`config.mk`:
```
export PLATFORM = sky130hd
export DESIGN_NAME = ring_buffer_deque
export DESIGN_NICKNAME = d
export VERILOG_FILES = /design/src/hdl/rbd_pkg.sv /design/src/hdl/rbd_ram.sv /design/src/hdl/rbd_ptr.sv /design/src/hdl/ring_buffer_deque.sv
export SDC_FILE = /design/constraint.sdc
export NUM_CORES = 1
export LEC_CHECK = 0
export BUFFER_PORTS_ARGS = -buffer_cell sky130_fd_sc_hd__buf_2
export CAP_MARGIN = 10
export CORE_MARGIN = 2
export CORE_UTILIZATION = 55
export DETAILED_ROUTE_END_ITERATION = 8
export GPL_TIMING_DRIVEN = 0
export HOLD_SLACK_MARGIN = 0.1
export PLACE_DENSITY_LB_ADDON = 0.12
export SLEW_MARGIN = 30
export SYNTH_ARGS = -nofsm -noshare
export SYNTH_HDL_FRONTEND = slang
export SYNTH_SLANG_ARGS = --single-unit
```
`constraint.sdc`:
```
create_clock -name clk -period 5.3 [get_ports clk]
set_input_delay 0.53 -clock clk [delete_from_list [all_inputs] [get_ports clk]]
set_output_delay 0.53 -clock clk [all_outputs]
set_load 0.01 [all_outputs]
```
`src/hdl/rbd_pkg.sv`:
```
`timescale 1ns / 1ps

package rbd_pkg;

  localparam int DEPTH_DEF      = 32;
  localparam int WORD_WIDTH_DEF = 32;

  // Request codes carried in the func field.
  typedef enum logic [3:0] {
    FN_PUSH_BACK  = 4'd0,
    FN_POP_BACK   = 4'd1,
    FN_PUSH_FRONT = 4'd2,
    FN_POP_FRONT  = 4'd3,
    FN_READ_IDX   = 4'd4,
    FN_WRITE_IDX  = 4'd5,
    FN_PEEK_BACK  = 4'd6,
    FN_READ_BACK  = 4'd7,
    FN_CLEAR      = 4'd8
  } rbd_func_t;

  typedef enum logic [1:0] {
    STAT_OK    = 2'd0,
    STAT_EMPTY = 2'd1,
    STAT_FULL  = 2'd2,
    STAT_RANGE = 2'd3
  } rbd_status_t;

  typedef struct packed {
    logic [3:0]  func;
    logic [31:0] value;
    logic [4:0]  index;
  } rbd_in_t;

  typedef struct packed {
    logic [31:0] value_out;
    logic [1:0]  status;
    logic [5:0]  length;
    logic        is_empty;
    logic        is_full;
  } rbd_out_t;

  // Decoded memory action for one request.
  typedef struct packed {
    logic        rd;
    logic        wr;
    logic        wr_zero;
    logic        clr;
    rbd_status_t status;
  } rbd_op_t;

endpackage

```
`src/hdl/rbd_ram.sv`:
```
`timescale 1ns / 1ps

module rbd_ram #(
  parameter int WIDTH = 32,
  parameter int DEPTH = 32
) (
  input  logic                     clk,
  input  logic                     we,
  input  logic [$clog2(DEPTH)-1:0] waddr,
  input  logic [WIDTH-1:0]         wdata,
  input  logic [$clog2(DEPTH)-1:0] raddr,
  output logic [WIDTH-1:0]         rdata
);

  logic [WIDTH-1:0] mem [DEPTH];
  logic [WIDTH-1:0] rdata_r;

  always_ff @(posedge clk) begin
    if (we) begin
      mem[waddr] <= wdata;
    end
    rdata_r <= mem[raddr];
  end

  assign rdata = rdata_r;

endmodule

```
`src/hdl/rbd_ptr.sv`:
```
`timescale 1ns / 1ps

module rbd_ptr
  import rbd_pkg::*;
#(
  parameter int DEPTH = DEPTH_DEF
) (
  input  logic                       clk,
  input  logic                       rst_n,
  input  logic                       commit,
  input  logic [3:0]                 func,
  input  logic [4:0]                 index,
  output logic [$clog2(DEPTH)-1:0]   slot,
  output rbd_op_t                    op,
  output logic [$clog2(DEPTH):0]     count
);

  localparam int AW = $clog2(DEPTH);
  localparam int CW = AW + 1;
  localparam int IW = (CW > 6) ? CW : 6;
  localparam logic [CW-1:0] DEPTH_C = CW'(DEPTH);
  localparam logic [IW-1:0] DEPTH_I = IW'(DEPTH);

  logic [AW-1:0] front_r, front_nxt;
  logic [CW-1:0] count_r, count_nxt;
  logic [IW-1:0] front_w, cnt_w, idx_w;
  logic [IW-1:0] sum_w;
  logic          full, empty;

  assign front_w = IW'(front_r);
  assign cnt_w   = IW'(count_r);
  assign idx_w   = IW'(index);
  assign full    = (count_r == DEPTH_C);
  assign empty   = (count_r == '0);

  always_comb begin
    op        = '{rd: 1'b0, wr: 1'b0, wr_zero: 1'b0, clr: 1'b0, status: STAT_OK};
    front_nxt = front_r;
    count_nxt = count_r;
    sum_w     = front_w;
    case (func)
      FN_PUSH_BACK: begin
        if (full) begin
          op.status = STAT_FULL;
        end else begin
          op.wr     = 1'b1;
          sum_w     = front_w + cnt_w;
          count_nxt = count_r + 1'b1;
        end
      end
      FN_POP_BACK: begin
        if (empty) begin
          op.status = STAT_EMPTY;
        end else begin
          op.rd      = 1'b1;
          op.wr      = 1'b1;
          op.wr_zero = 1'b1;
          sum_w      = front_w + cnt_w - 1'b1;
          count_nxt  = count_r - 1'b1;
        end
      end
      FN_PUSH_FRONT: begin
        if (full) begin
          op.status = STAT_FULL;
        end else begin
          op.wr     = 1'b1;
          sum_w     = front_w - 1'b1;
          front_nxt = front_r - 1'b1;
          count_nxt = count_r + 1'b1;
        end
      end
      FN_POP_FRONT: begin
        if (empty) begin
          op.status = STAT_EMPTY;
        end else begin
          op.rd      = 1'b1;
          op.wr      = 1'b1;
          op.wr_zero = 1'b1;
          front_nxt  = front_r + 1'b1;
          count_nxt  = count_r - 1'b1;
        end
      end
      FN_READ_IDX: begin
        if (idx_w >= cnt_w) begin
          op.status = STAT_RANGE;
        end else begin
          op.rd = 1'b1;
          sum_w = front_w + idx_w;
        end
      end
      FN_WRITE_IDX: begin
        if (idx_w >= DEPTH_I) begin
          op.status = STAT_RANGE;
        end else begin
          op.wr = 1'b1;
          sum_w = front_w + idx_w;
          // Writing past the back extends the live range; the gap already holds zero.
          if (idx_w >= cnt_w) begin
            count_nxt = CW'(idx_w + 1'b1);
          end
        end
      end
      FN_PEEK_BACK: begin
        if (empty) begin
          op.status = STAT_EMPTY;
        end else begin
          op.rd = 1'b1;
          sum_w = front_w + cnt_w - 1'b1;
        end
      end
      FN_READ_BACK: begin
        if (idx_w >= cnt_w) begin
          op.status = STAT_RANGE;
        end else begin
          op.rd = 1'b1;
          sum_w = front_w + cnt_w - 1'b1 - idx_w;
        end
      end
      FN_CLEAR: begin
        op.clr    = 1'b1;
        front_nxt = '0;
        count_nxt = '0;
      end
      default: begin
      end
    endcase
  end

  assign slot  = sum_w[AW-1:0];
  assign count = count_r;

  always_ff @(posedge clk) begin
    if (!rst_n) begin
      front_r <= '0;
      count_r <= '0;
    end else if (commit) begin
      front_r <= front_nxt;
      count_r <= count_nxt;
    end
  end

endmodule

```
`src/hdl/ring_buffer_deque.sv`:
```
`timescale 1ns / 1ps

// Double-ended ring store of DEPTH words of WORD_WIDTH bits. A request is
// taken at a clock edge where start is high and busy is low; its single
// result item appears on out_item for exactly one cycle with out_valid high,
// registered at the end of the execute state that follows acceptance; the
// receiver cannot hold it off. Busy stays high in the execute state, so a new
// request is taken only once the last is through: the accepting cycle reads
// the one slot it touches from the synchronous store, the execute state writes
// that slot back if the request changes it (the pushed or written word, or
// zero for a pop) and registers the result. A clear, and the reset itself,
// sweeps the store to zero one slot per cycle with busy high until the sweep
// ends; the clear's result item is delivered at the end of its sweep and
// reset produces no result. Slots outside the live range always hold zero,
// which is why a write past the back end leaves a gap that reads zero.
module ring_buffer_deque
  import rbd_pkg::*;
#(
  parameter int DEPTH      = DEPTH_DEF,
  parameter int WORD_WIDTH = WORD_WIDTH_DEF
) (
  input  logic     clk,
  input  logic     rst_n,
  input  logic     start,
  output logic     busy,
  input  rbd_in_t  in_item,
  output logic     out_valid,
  output rbd_out_t out_item
);

  localparam int AW = $clog2(DEPTH);
  localparam int CW = AW + 1;
  localparam int IW = (CW > 6) ? CW : 6;
  localparam logic [CW-1:0] DEPTH_C = CW'(DEPTH);

  typedef enum logic [1:0] {
    S_CLEAR,
    S_IDLE,
    S_EXEC
  } state_t;

  state_t                state_r;
  logic [AW-1:0]         clr_addr_r;
  logic                  clr_report_r;
  rbd_op_t               op_r;
  logic [AW-1:0]         slot_r;
  logic [WORD_WIDTH-1:0] word_r;
  logic                  out_valid_r;
  rbd_out_t              out_item_r;

  logic                  accept;
  rbd_op_t               op;
  logic [AW-1:0]         slot;
  logic [CW-1:0]         count;
  logic [IW-1:0]         count_w;

  logic                  ram_we;
  logic [AW-1:0]         ram_waddr;
  logic [WORD_WIDTH-1:0] ram_wdata;
  logic [WORD_WIDTH-1:0] ram_rdata;

  // Width adaptation between the fixed 32-bit fields and the stored word.
  logic [WORD_WIDTH+31:0] in_ext;
  logic [WORD_WIDTH+31:0] rd_ext;

  assign busy    = (state_r != S_IDLE);
  assign accept  = start && !busy;
  assign in_ext  = {{WORD_WIDTH{1'b0}}, in_item.value};
  assign rd_ext  = {32'd0, ram_rdata};
  assign count_w = IW'(count);

  rbd_ptr #(
    .DEPTH (DEPTH)
  ) u_ptr (
    .clk    (clk),
    .rst_n  (rst_n),
    .commit (accept),
    .func   (in_item.func),
    .index  (in_item.index),
    .slot   (slot),
    .op     (op),
    .count  (count)
  );

  // The sweep owns the write port while clearing; otherwise the execute state
  // of a request writes its slot back when the request changes it.
  always_comb begin
    ram_we    = 1'b0;
    ram_waddr = slot_r;
    ram_wdata = op_r.wr_zero ? '0 : word_r;
    case (state_r)
      S_CLEAR: begin
        ram_we    = 1'b1;
        ram_waddr = clr_addr_r;
        ram_wdata = '0;
      end
      S_EXEC: begin
        ram_we = op_r.wr;
      end
      default: begin
      end
    endcase
  end

  rbd_ram #(
    .WIDTH (WORD_WIDTH),
    .DEPTH (DEPTH)
  ) u_ram (
    .clk   (clk),
    .we    (ram_we),
    .waddr (ram_waddr),
    .wdata (ram_wdata),
    .raddr (slot),
    .rdata (ram_rdata)
  );

  always_ff @(posedge clk) begin
    if (!rst_n) begin
      state_r      <= S_CLEAR;
      clr_addr_r   <= '0;
      clr_report_r <= 1'b0;
      out_valid_r  <= 1'b0;
    end else begin
      out_valid_r <= 1'b0;
      case (state_r)
        S_IDLE: begin
          if (accept) begin
            op_r   <= op;
            slot_r <= slot;
            word_r <= in_ext[WORD_WIDTH-1:0];
            if (op.clr) begin
              state_r      <= S_CLEAR;
              clr_addr_r   <= '0;
              clr_report_r <= 1'b1;
            end else begin
              state_r <= S_EXEC;
            end
          end
        end
        S_EXEC: begin
          // Pointers were already updated at accept, so count is the new length.
          out_valid_r          <= 1'b1;
          out_item_r.value_out <= op_r.rd ? rd_ext[31:0] : 32'd0;
          out_item_r.status    <= op_r.status;
          out_item_r.length    <= count_w[5:0];
          out_item_r.is_empty  <= (count == '0);
          out_item_r.is_full   <= (count == DEPTH_C);
          state_r              <= S_IDLE;
        end
        S_CLEAR: begin
          clr_addr_r <= clr_addr_r + 1'b1;
          if (clr_addr_r == {AW{1'b1}}) begin
            state_r      <= S_IDLE;
            clr_report_r <= 1'b0;
            if (clr_report_r) begin
              out_valid_r          <= 1'b1;
              out_item_r.value_out <= 32'd0;
              out_item_r.status    <= STAT_OK;
              out_item_r.length    <= 6'd0;
              out_item_r.is_empty  <= 1'b1;
              out_item_r.is_full   <= 1'b0;
            end
          end
        end
        default: begin
          state_r <= S_IDLE;
        end
      endcase
    end
  end

  assign out_valid = out_valid_r;
  assign out_item  = out_item_r;

endmodule

```
# [After elaboration in Yosys (flattened, before gate mapping)]
# Memories as Yosys holds them, arrays and structs flattened. A register that Yosys moved wholly into a read port is not among the register bits.
# Cells that the tools add are included.
[word_totals] regBits=104 ram_bits=1024 input_bits=44 out_inout_bits=44 wordCells=127 mem_count=1
[classes] n_addsub=11 order_cmp=2 eq_ne=23 mux=52 reduce_logical=21
[mem_list] memory="u_ram.mem" depth=32 word_bits=32 read_ports=1 rd_clocked_by_memory_dff=1 write_ports=1 line="rbd_ram.sv:15" source="logic [WIDTH-1:0] mem [DEPTH];"
[op_table] operator="$mux 32" count=3
[op_table] operator="$mux 42" count=2
[op_table] operator="$pmux 42 s2" count=1
[op_table] operator="$mux 5" count=11
[op_table] operator="$pmux 5 s6" count=1
[op_table] operator="$mux 6" count=4
[op_table] operator="$pmux 6 s4" count=1
[op_table] operator="$ne 2x2->1 const B" count=9
[op_table] operator="$eq 4x3->1 const B" count=4
[op_table] operator="$pmux 5 s3" count=1
[op_table] operator="$sub 5x1->5 const B" count=3
[op_table] operator="$mux 1" count=13
[op_table] operator="$mux 2" count=6
[op_table] operator="$reduce_and 4->1" count=3
[op_table] operator="$add 5x1->5 const B" count=2
[op_table] operator="$add 5x5->5" count=2
[op_table] operator="$pmux 5 s2" count=1
[op_table] operator="$eq 4x2->1 const B" count=2
[op_table] operator="$pmux 2 s4" count=1
[op_table] operator="$reduce_or 2->1" count=4
[op_table] operator="$add 5x1->6 const B" count=1
[op_table] operator="$add 6x1->6 const B" count=1
[op_table] operator="$eq 6x6->1 const B" count=1
[op_table] operator="$ge 5x6->1" count=1
[op_table] operator="other kinds (25)" count=31

# [Longest topological paths before layout]
[depth] word_depth=5 depth_mapped=21 depth_no_buf=17

# [Hierarchy]
# A second synthesis with hierarchy kept.
[hier_totals] cells_unflattened=2781 hier_area_um2=46281.9
[by_module_without_submodules] mod="rbd_ram" instances=1 cells_each=2260 area_per_inst_um2=40492.6 seq_area_each_um2=31390.1
[by_module_without_submodules] mod="ring_buffer_deque" instances=1 cells_each=226 area_per_inst_um2=3589.7 seq_area_each_um2=2702.6
[by_module_without_submodules] mod="rbd_ptr" instances=1 cells_each=295 area_per_inst_um2=2199.6 seq_area_each_um2=220.2

# [Least setup slack after synthesis]
# No wires, ideal clock.
[synth_path] path_kind="reg2reg" from="reg clr_addr_r[0]" to="reg out_item_r, in the netlist out_item[0] (enable)" setup_ps=493 arrival_ps=3829 path_slack_ps=978 stages_incl_launch_ff=6 n_path_buf=0 path_cell_list="dfxtp_1 ha_1 and3_1 ha_1 a21oi_1 nor3_1"
[synth_via] elab_chain_cells=3
[synth_rtl] item="from (decl)" line="ring_buffer_deque.sv:43" source="logic [AW-1:0] clr_addr_r;"
[synth_rtl] item="from (signal assigned)" line="ring_buffer_deque.sv:151" source="clr_addr_r <= clr_addr_r + 1'b1;"
[synth_rtl] item="$eq 5x5->1" line="ring_buffer_deque.sv:152" source="if (clr_addr_r == {AW{1'b1}}) begin"
[synth_rtl] item="$ne 2x2->1 (no source line)"
[synth_rtl] item="$reduce_and 4->1 (no source line)"
[synth_rtl] item="to (decl)" line="ring_buffer_deque.sv:49" source="rbd_out_t out_item_r;"
# No other way between the ends.
# A chain may end at the register's enable or synchronous reset.

# [Worst setup path after layout]
[layout_path] from="reg u_ptr.front_r[0]" to="reg u_ram.rdata_r[6], in the netlist u_ram.rdata[6], read port of u_ram.mem"
[layout_via] elab_chain_cells=5 elab_cells_between_ends=12 classes_between="5 x add/sub; 7 x mux"
[layout_rtl] item="from (decl)" line="rbd_ptr.sv:24" source="logic [AW-1:0] front_r, front_nxt;"
[layout_rtl] item="from (signal assigned)" line="rbd_ptr.sv:137" source="front_r <= front_nxt;"
[layout_rtl] item="$add 5x5->5"
[layout_rtl] item="$sub 5x1->5" line="rbd_ptr.sv:58, rbd_ptr.sv:108, rbd_ptr.sv:116"
[layout_rtl] item="$sub 5x5->5" line="rbd_ptr.sv:116" source="sum_w = front_w + cnt_w - 1'b1 - idx_w;"
[layout_rtl] item="$mux 5" line="rbd_ptr.sv:112" source="if (idx_w >= cnt_w) begin"
[layout_rtl] item="$pmux 5 s6 (*)" line="rbd_ptr.sv:41" source="case (func)"
[layout_rtl] item="to (decl)" line="rbd_ram.sv:16" source="logic [WIDTH-1:0] rdata_r;"
# Mark *: on every way between the ends. The rest lies on a longest branch, timed or not.

==> summary.md <==
| Metric | Value |
|---|---|
| Setup TNS | 0 ns |
| CP arrival | 5.78 ns |
| Number of nets with antenna violations after routing | 0 |
| Final setup vio count | 0 |
| CTS tree | built |
| Min-Delay Path Depth | 4 |
| Share of layout cells above drive strength 1 | 16.14% |
| Vias in the first global route | 31881 |
| Worst path slowest cell | a2111oi_0 |
| Max_cap viols | 0 |
| RSZ-0062 raised after global routing | true |
| Worst setup SP type | flip-flop |
| Core ar. | 87020 sq um |
| Fmax | 0.1901 GHz |
| Cells along the critical path | ha_2 > fa_2 > inv_1 > ha_1 > xnor2_2 > inv_1 > ha_1 > xnor2_1 > nor3_1 > o211a_1 > a2111oi_4 > buf_4 > and2_1 > buf_4 > buf_6 > clkbuf_1 > a2111oi_0 > nor4_1 > o22ai_1 > a211oi_1 |
| P&R area growth vs syn | 17.61% |
| Post-DP Area | 51790 sq um |
| Via Count | 32775 |
| Status | complete, no violations |
| Final Util | 65.50% |
| Clock Path Buffers | 3 |
| Synthesis Warnings | 0 |
| Routed WL | 137.4 mm |
| Commonest non-fill, non-tap cell in the layout | edfxtp_1 |
| Hold Vio Cnt, Final | 0 |
| # clock sinks | 1160 |
| Multi-input gate area | 13790 sq um |
| # fillers | 6306 |
| Pre-Repair DR Iteration Count | 6 |
| Synth unique cells | 79 |
| DRC Markers | 0 |
| Crit-path max FO | 10 |
| Port Buffer Count | 87 |
| DIE AREA | 90510 sq um |
| Mapped Cells | 3564 |
| Fin crit period | 5.261 ns |
| Root Buffer | clkbuf_16 |
| PnR Total Power | 19.55 mW |
| Worst-Skew Late Latency | 0.70 ns |
| CP max stage delay | 0.74 ns |
| # IOs | 88 |
| Largest net degree at the start of global routing | 33 |
| Nets | 3926 |
| Chip Width | 300.8 microns |
| Remaining global-route overflow | 0 |
| Worst Max-Slew Pin Slew | 1.033 ns |
| Register area | 34320 sq um |
| CTS Buf Count | 115 |
| Chip height | 300.8 microns |
| Leakage | 19.34 nW |
| GP Congestion | 0.9278 |
| Synth Net Count | 3636 |
| Max Slew Vio Count | 0 |
| DP HPWL | 96.24 mm |
| First DRT Iteration DRCs | 3990 |
| Post-Layout Cell Count | 5109 |
| CP Capture Type | flip-flop |
| CTS clk-pin slew, worst paths | 0.06 ns |
| Pwr Density | 343.0 nW/um^2 |
| Vias per cell | 6.415 |
| Post-synth EDFFs | 1108 |
| Main synth FF type | edfxtp_1 |
| H-Tree Depth | 3 |
| Commonest cells after routing, fill and taps aside | edfxtp_1 (1108), nand2_1 (357), a21oi_1 (328) |
| Hold Crit Class | primary input to flip-flop |
| Total GRT Usage | 29.96% |
| Synthesized area per cell | 13.60 sq um |
| Slew headroom | 31.12% |
| Global-route wire length before repair | 199.6 mm |
| Placed cell count | 4856 |
| Clock skew | 0.01980 ns |
| Final instance area | 57000 sq um |
| Num rows | 108 |
| Max VDD drop | 0.3235 mV |
| Antenna violations before repair | 3 |
| Synth Cell Area | 48460 sq um |
| Final Cycle Share | 99.26% |
| WL/cell | 26.89 microns |
| WP data required | 5.82 ns |
| Starting Density | 55.69% |
| Asr flop ratio synth | 0% |
| Register area share after synthesis | 70.80% |
| Worst reg-to-reg path cell count | 20 |
| Critical Setup Path Class | flip-flop to flip-flop |
| Diodes inserted | 0 |
| FF+latch count, synth | 1160 |
[cell usage after synthesis, types with 10 or more instances]
cell / n / area (sq um)
clkbuf_1: 248 / 930.9
nor2_1: 86 / 322.8
a211oi_1: 98 / 735.7
a21boi_0: 63 / 473.0
buf_4: 11 / 82.58
a32oi_1: 64 / 560.5
a311oi_1: 31 / 271.5
buf_2: 61 / 305.3
edfxtp_1: 1108 / 33270
o22ai_1: 34 / 212.7
nor4_1: 92 / 575.6
xnor2_1: 10 / 87.58
a21oi_1: 329 / 1647
o21ai_0: 21 / 105.1
a2111oi_0: 240 / 2102
ha_1: 25 / 312.8
nand2b_1: 12 / 75.07
mux2i_1: 46 / 460.4
dfxtp_1: 52 / 1041
inv_1: 24 / 90.09
xor2_1: 10 / 87.58
nand3_1: 316 / 1582
nand2_1: 357 / 1340
nor2b_1: 10 / 62.56
and2_1: 69 / 431.7
nor3_1: 18 / 90.09
[worst max-delay path, delay by kind of cell, from the launching register on]
| family | cells | cell delay, ns |
|---|---|---|
| AOI/OAI and AO/OA | 5 | 1.61 |
| adders and majority gates | 4 | 1.33 |
| buffers and inverters | 6 | 0.91 |
| xor gates and xnor gates | 2 | 0.40 |
| DFF | 1 | 0.39 |
| and+or+nand+nor | 3 | 0.39 |
[power by group]
part	switching, mW	internal, mW
clock	3.51	4.77
sequential	0.0294	10.0
combinational	0.834	0.381
[cell type report]
| type | count | share of cell area [%] |
|---|---|---|
| plain buffers | 331 | 2.720 |
| clock inverters | 58 | 1.106 |
| flip-flops and latches | 1160 | 60.20 |
| inverters | 29 | 0.1954 |
| clock buffers | 159 | 5.665 |
| repair buffers | 174 | 3.374 |
| well taps | 1155 | 2.535 |
| multi-input cells | 2043 | 24.20 |
[layer usage]
layer	wire, microns	part of all wire, %	global-route usage (%)
met1	55200	40	40.99
met2	65470	48	49.05
met3	11450	8.3	4.257
met4	5257	3.8	11.47
met5	0	0	0
[through the flow]
step / hold WS [ns] / worst slack, ns
floorplan: 0.4822 / 0.9775
global placement: 0.4859 / -1.954
detailed placement: 0.4905 / -1.479
CTS: 0.2698 / 0.006120
global route: 0.3452 / -0.01833
finish: 0.3109 / 0.03932
[registers in the layout, summed over array words and instances, names as in the netlist]
| name | count |
|---|---|
| u_ram.mem | 1024 |
| out_item | 42 |
| u_ram.rdata | 32 |
| word_r | 32 |
| u_ptr.count | 6 |
| clr_addr_r | 5 |
| op_r | 5 |
| slot_r | 5 |
| u_ptr.front_r | 5 |
| state_r | 2 |
| clr_report_r | 1 |
| out_valid | 1 |
[kinds of logic after synthesis]
group	Yosys count	share of synthesized area, %
AO/OA/AOI/OAI	937	13.65
XOR/XNOR	21	0.4079
adder cells (fa/ha/maj)	28	0.7694
buffers and inverters	361	3.095
flip-flops	1160	70.80
multiplexers	57	1.407
AND/OR/NAND/NOR	1000	9.865
[worst paths after layout]
path / slack, ns / startpoint / to
worst min-delay path: 0.31 / start / clr_report_r
worst min register to register: 0.50 / u_ram.rdata[9] / out_item[19]
worst max-delay path: 0.04 / u_ptr.front_r[0] / u_ram.rdata[6]
worst max register to register: 0.04 / u_ptr.front_r[0] / u_ram.rdata[6]
[timing repair]
item                       in CTS  in global routing
hold endpoints to repair       33                  0
buffers inserted                1                  3
hold buffers                   33                  0
setup endpoints to repair      33                 31
pin swaps                       7                 12
resized for setup             105                227
Note: power is estimated with default switching activity, not from simulation.
